**config.mk**
```make
export PLATFORM = sky130hd
export DESIGN_NAME = arm_ik_isqrt
export DESIGN_NICKNAME = d
export VERILOG_FILES = /design/src/rtl/arm_ik_pkg.sv /design/src/rtl/arm_ik_isqrt.sv
export SDC_FILE = /design/constraint.sdc
export NUM_CORES = 2
export LEC_CHECK = 0
export BUFFER_PORTS_ARGS = -buffer_cell sky130_fd_sc_hd__buf_2
export CAP_MARGIN = 30
export CORE_MARGIN = 2
export CORE_UTILIZATION = 50
export CTS_BUF_LIST = sky130_fd_sc_hd__clkbuf_8 sky130_fd_sc_hd__clkbuf_16
export DETAILED_ROUTE_END_ITERATION = 8
export GPL_TIMING_DRIVEN = 0
export PLACE_DENSITY = 0.65
export SYNTH_ARGS = -nofsm -noshare
export SYNTH_HDL_FRONTEND = slang
export SYNTH_SLANG_ARGS = --single-unit
```
**constraint.sdc**
```tcl
create_clock -name i_clk -period 3.7 [get_ports i_clk]
set_input_delay 1.11 -clock i_clk [delete_from_list [all_inputs] [get_ports i_clk]]
set_output_delay 1.11 -clock i_clk [all_outputs]
set_load 0.03 [all_outputs]
```
**src/rtl/arm_ik_pkg.sv**
```systemverilog
package arm_ik_pkg;

    // Vectoring CORDIC depth and derived pipeline lengths.
    localparam int CORDIC_ITERATIONS = 16;
    localparam int CORDIC_LAT        = CORDIC_ITERATIONS + 4;

    // Square root: radicand and root widths, one root bit per stage.
    localparam int SQ_IN_W  = 60;
    localparam int SQ_OUT_W = SQ_IN_W / 2;
    localparam int SQ_LAT   = SQ_OUT_W;

    // CORDIC widths: input vector, iteration datapath, angle accumulator.
    localparam int CW       = 34;
    localparam int NW       = 32;
    localparam int ZW       = 26;
    localparam int NORM_MSB = 28;

    typedef logic signed [ZW-1:0] t_angle;

    // Half turn in 1/32768 degree.
    localparam t_angle DEG180 = 26'sd5898240;

    // Conversion of 1/32768 degree to 1/128 degree with rounding.
    localparam int ANG_RND   = 128;
    localparam int ANG_SHIFT = 8;

    localparam int SHOULDER_MIN = -46080;
    localparam int SHOULDER_MAX = 23040;
    localparam int ELBOW_MAX    = 23040;

    localparam logic [1:0] ST_OK   = 2'd0;
    localparam logic [1:0] ST_FAR  = 2'd1;
    localparam logic [1:0] ST_NEAR = 2'd2;

    localparam logic [1:0] REG_BASE_X = 2'd0;
    localparam logic [1:0] REG_BASE_Y = 2'd1;
    localparam logic [1:0] REG_UPPER  = 2'd2;
    localparam logic [1:0] REG_LOWER  = 2'd3;

    localparam logic signed [15:0] BASE_X_RST = 16'sd12800;
    localparam logic signed [15:0] BASE_Y_RST = 16'sd1280;
    localparam logic [13:0]        UPPER_RST  = 14'd5824;
    localparam logic [13:0]        LOWER_RST  = 14'd6157;

    typedef struct packed {
        logic signed [16:0] dx;
        logic signed [16:0] dy;
    } t_xy;

    typedef struct packed {
        logic signed [31:0] ns;
        logic signed [31:0] ne;
    } t_nn;

    // atan(2^-i) in 1/32768 degree, rounded to nearest.
    function automatic t_angle atan_lut(input logic [4:0] idx);
        t_angle a;
        case (idx)
            5'd0:  a = 26'sd1474560;
            5'd1:  a = 26'sd870484;
            5'd2:  a = 26'sd459940;
            5'd3:  a = 26'sd233473;
            5'd4:  a = 26'sd117189;
            5'd5:  a = 26'sd58652;
            5'd6:  a = 26'sd29333;
            5'd7:  a = 26'sd14667;
            5'd8:  a = 26'sd7334;
            5'd9:  a = 26'sd3667;
            5'd10: a = 26'sd1833;
            5'd11: a = 26'sd917;
            5'd12: a = 26'sd458;
            5'd13: a = 26'sd229;
            5'd14: a = 26'sd115;
            5'd15: a = 26'sd57;
            5'd16: a = 26'sd29;
            5'd17: a = 26'sd14;
            5'd18: a = 26'sd7;
            5'd19: a = 26'sd4;
            5'd20: a = 26'sd2;
            5'd21: a = 26'sd1;
            default: a = '0;
        endcase
        return a;
    endfunction

endpackage

```
**src/rtl/arm_ik_isqrt.sv**
```systemverilog
module arm_ik_isqrt import arm_ik_pkg::*; (
    input  logic                i_clk,
    input  logic                i_en,
    input  logic [SQ_IN_W-1:0]  i_rad,
    output logic [SQ_OUT_W-1:0] o_root
);

    localparam int RW = SQ_OUT_W + 2;

    logic [SQ_IN_W-1:0]  r_rad  [1:SQ_LAT-1];
    logic [RW-1:0]       r_rem  [1:SQ_LAT-1];
    logic [SQ_OUT_W-1:0] r_root [1:SQ_LAT];

    // Restoring digit recurrence: each stage brings down two radicand bits
    // and decides one root bit.
    for (genvar k = 0; k < SQ_LAT; k++) begin : g_stage
        logic [SQ_IN_W-1:0]  rad_in;
        logic [RW-1:0]       rem_in;
        logic [SQ_OUT_W-1:0] root_in;
        logic [RW+1:0]       rem_sh;
        logic [RW+1:0]       trial;
        logic [RW-1:0]       n_rem;
        logic [SQ_OUT_W-1:0] n_root;

        if (k == 0) begin : g_first
            assign rad_in  = i_rad;
            assign rem_in  = '0;
            assign root_in = '0;
        end else begin : g_next
            assign rad_in  = r_rad[k];
            assign rem_in  = r_rem[k];
            assign root_in = r_root[k];
        end

        always_comb begin
            rem_sh = {rem_in, rad_in[SQ_IN_W-1 -: 2]};
            trial  = {2'b00, root_in, 2'b01};
            if (rem_sh >= trial) begin
                n_rem  = RW'(rem_sh - trial);
                n_root = {root_in[SQ_OUT_W-2:0], 1'b1};
            end else begin
                n_rem  = rem_sh[RW-1:0];
                n_root = {root_in[SQ_OUT_W-2:0], 1'b0};
            end
        end

        always_ff @(posedge i_clk) begin
            if (i_en) begin
                r_root[k+1] <= n_root;
            end
        end

        if (k < SQ_LAT - 1) begin : g_carry
            always_ff @(posedge i_clk) begin
                if (i_en) begin
                    r_rad[k+1] <= {rad_in[SQ_IN_W-3:0], 2'b00};
                    r_rem[k+1] <= n_rem;
                end
            end
        end
    end

    assign o_root = r_root[SQ_LAT];

endmodule

```
Word level (Yosys, flattened, before mapping). Memory sizes are Yosys's and may differ from the RTL's. Cells that the tools add are included.

Add/subtract/negate cells: 29. Magnitude comparators: 30. Muxes and demuxes: 61.

Operators with widths (number): $ge A34 B32 Y1 (29); $mux W32 (29); $sub A32 B32 Y32 (28); $mux W1 (32); $sub A2 B1 Y3 const B (1); $ge A2 B1 Y1 const B (1).

Bits in registers: 0. RAM bits: 3510. Input bits: 62. Output and inout port bits: 30. Memories kept: 3.

Memories: r_rad (depth 29, width 58, rd ports 29, clocked after memory_dff 0, wr ports 29, RTL line arm_ik_isqrt.sv:10) `logic [SQ_IN_W-1:0] r_rad [1:SQ_LAT-1];`; r_rem (depth 29, width 32, rd ports 29, clocked after memory_dff 0, wr ports 29, RTL line arm_ik_isqrt.sv:11) `logic [RW-1:0] r_rem [1:SQ_LAT-1];`; r_root (depth 30, width 30, rd ports 30, clocked after memory_dff 0, wr ports 30, RTL line arm_ik_isqrt.sv:12) `logic [SQ_OUT_W-1:0] r_root [1:SQ_LAT];`.

Depth between registers and ports, before layout. An unclocked memory read counts as a cell.

Depth after elaboration: 3. Mapped depth: 14. Depth with buffers taken out: 12.

Worst setup path after synthesis. OpenSTA, ideal clock, no wires.

Kind: flip-flop to flip-flop. From: register, netlist name r_rem[12][37]. To: register, netlist name r_rem[13][4]. Data arrival time: 3.134 ns. Data required time: 3.440 ns. Path slack: 0.306 ns. Cell stages (with the launch flop): 11. Path buffers: 2. Cell sequence: edfxtp_1 > ha_1 > a211o_1 > or3_1 > o211ai_1 > o211ai_1 > and2_1 > clkbuf_1 > a221oi_1 > clkbuf_1 > mux2_2.

==> results.toml <==
[outcome]
status = "finished clean"

[power_and_ir_drop]
ir_worst_vdd_mv = 0.505
fin_total_pwr_mw = 70.0
switching_power_mw = 19.7
power_leakage_nw = 44.4
p_per_area_mw_per_mm2 = 603
p_int_mw = 50.3
p_comb_frac = 0.199
seq_power_share = 0.481
clkPwrFrac = 0.319
switching_share = 0.281

[synthesis]
async_flop_share = 0
synth_top_area_share = 0.644
synth_flop_cell = "edfxtp_1"
syn_area_mm2 = 0.103
synthTopCellsByArea = "edfxtp_1 64%, ha_1 6.0%, xnor2_1 3.2%"
synthCells = 7969
ys_seq_area_frac = 0.644
syn_area_per_cell_um2 = 13.0
yosysWarnings = 0
synth_edf_count = 2217
syn-num-nets = 8527
ys_ff_latch = 2217
ys_types = 94
synth_top_area_cell = "edfxtp_1"

[sta]
period_share = 0.985
rsz0062_at_grt = "yes"
finalClockSkew_ns = 0.0460
maxSlewViolCount = 0
layout_min_cycle_time_ns = 3.64
finalWorstSetupSlack_ns = 0.0552
hold_viol = 0
worst_slew_pin_slew_ns = 1.08
timing.fmax_ghz = 0.274
slew_headroom = 0.282
setup_viol = 0

[grt]
grt_pass1_wl_mm = 329
overflow = 0
first_global_vias = 60300
grt_max_degree = 185
grt_usage = 0.197
antenna_found_initial = 2

[worst_setup_path]
critPathCaptureType = "flip-flop"
critPathLaunchType = "flip-flop"
crit_fanout = 8
ff2ff_path_depth = 12
r2r_setup_slack_ns = 0.06
crit_start = "r_root[0][821]"
critical_path_class = "reg2reg"
required_ns = 4.26
cp_data_arrival_time_ns = 4.20
r2r-start = "r_root[0][821]"

[placement]
place_congestion = 0.893
io_buffers = 91
place_ws_ns = -1.32
dpl.hpwl_mm = 150

[cts]
tritoncts = "built"
numCtsBuffers = 225
cts.sinks = 2217
clkSlewWorstSetupHoldPaths_ns = 0.06
cts_htree_levels = 4
cts_root_buffer = "clkbuf_16"
clk_latency_ns = 0.87
cts_max_path_buffers = 3

[routing]
first_pass_iters = 6
wl_per_cell_um = 18.6
drt_iter0_markers = 4897
vias = 62100
wl_mm = 209
vias_per_cell = 5.54
drc_errors = 0
ant_nets = 0

[floorplan]
start_util = 0.504
rows = 166
ios = 92
core_mm2 = 0.205
dieArea_mm2 = 0.210
die_h_um = 459
die_width_um = 459

[finish]
fin_nets = 8896
final_cell_mix = "2,217 x edfxtp_1, 644 x inv_1, 527 x nor2_1"
final_common_cell = "edfxtp_1"
drive_gt1_frac = 0.0880
synthToLayoutAreaGrowth_pct = 12.2

[job]
max-cap-violations = 0

[min_path]
hold_path_startpoint = "r_rad[0][93]"
worstHoldPathCells = 0
hold_class = "reg2reg"
==> synthesized netlist by cell type (26+ instances only) <==
master / count
edfxtp_1: 2217
inv_1: 609
nor2_1: 530
ha_1: 496
nand2_1: 490
a21oi_1: 464
o21ai_0: 418
xnor2_1: 372
xor2_1: 365
a21o_1: 211
nor3_1: 198
nand3_1: 147
clkbuf_1: 110
nand2b_1: 103
nor4_1: 102
o21a_1: 102
nand4_1: 79
or3_1: 78
nor2b_1: 68
mux2_2: 61
and3_1: 52
or4_1: 51
o31ai_1: 46
a211oi_1: 41
a31oi_1: 39
o211ai_1: 39
o21bai_1: 37
or2_2: 36
and2_1: 32
nand3b_1: 29
nor3b_1: 26
==> worst max-delay path, stage by stage (launching register included) <==
cell	delay, ns
edfxtp_1	0.46
inv_1	0.10
ha_1	0.22
clkbuf_1	0.19
a211o_1	0.36
a21oi_2	0.19
a21oi_1	0.13
a22oi_1	0.21
nand4_1	0.29
a2111oi_4	0.47
o41ai_1	0.16
a2111oi_1	0.46
xor2_1	0.14
==> area by class of cell <==
type,count,area (µm²)
Sequential cell,2217,66600
Tap cell,2688,3360
Antenna cell,2,5.00
Clock buffer,227,5680
Clock inverter,195,1740
Buffer,132,633
Timing Repair Buffer,150,1270
Multi-Input combinational cell,4999,34500
Inverter,613,2310
Fill cell,16400,88900
==> worst paths after layout <==
kind	endpoint
worst max-delay path	r_rem[14][31]
worst min-delay path	r_rad[1][37]
worst max register to register	r_rem[14][31]
worst min register to register	r_rad[1][37]
==> sequential cells by signal, indices dropped and copies added (netlist names) <==
signal / count
r_root: 465
r_rem: 882
r_rad: 870
==> what timing repair did <==
item                                    CTS  global route
pin swaps                                10            17
endpoints found under the setup margin  536           473
buffers inserted                         12            26
resized for setup                       105            86
hold buffers                              0             0
gates cloned                              2             2
==> cells by family (layout without fill, tap and decap cells) <==
kind of cell / Yosys count / count (layout) / synth area share
AO/OA/AOI/OAI: 1604 / 1604 / 0.0972
other: 1 / 3 / 0.0000363
buffers and inverters: 753 / 1317 / 0.0277
flip-flops: 2217 / 2217 / 0.644
adder cells (fa/ha/maj): 496 / 496 / 0.0600
XOR/XNOR: 737 / 737 / 0.0624
multiplexers: 71 / 71 / 0.00766
AND/OR/NAND/NOR: 2090 / 2090 / 0.101
==> power groups by stage <==
stage,logic [mW],clock network (mW),registers (mW)
2_1_floorplan,9.93,0,33.3
3_3_place_gp,13.3,0,35.8
3_5_place_dp,13.5,0,34.2
4_1_cts,13.8,23.0,33.7
5_1_grt,15.5,23.9,34.0
6_report,13.9,22.3,33.7
==> stage by stage <==
step           utilization  hold WS, ns  setup TNS (ns)  cell area, µm²  std cells
6_report             0.566        0.397               0          116000      11200
5_1_grt              0.566        0.344          -0.244          116000      11200
4_1_cts              0.564        0.313               0          116000      11200
3_5_place_dp         0.525        0.405         -582.64          108000      10800
3_3_place_gp         0.523        0.400               -          107000      10700
2_1_floorplan            -        0.400               0          103000       7969
==> layer usage <==
layer  global-route usage  wire length [µm]  vias up
li1                     -                 -    30400
met1                0.264             92000    30000
met2                0.333            102000     1400
met3               0.0259              9100      354
met4               0.0625              5800        0
met5                    0                 0        -
(Power assumes the default switching activity.)
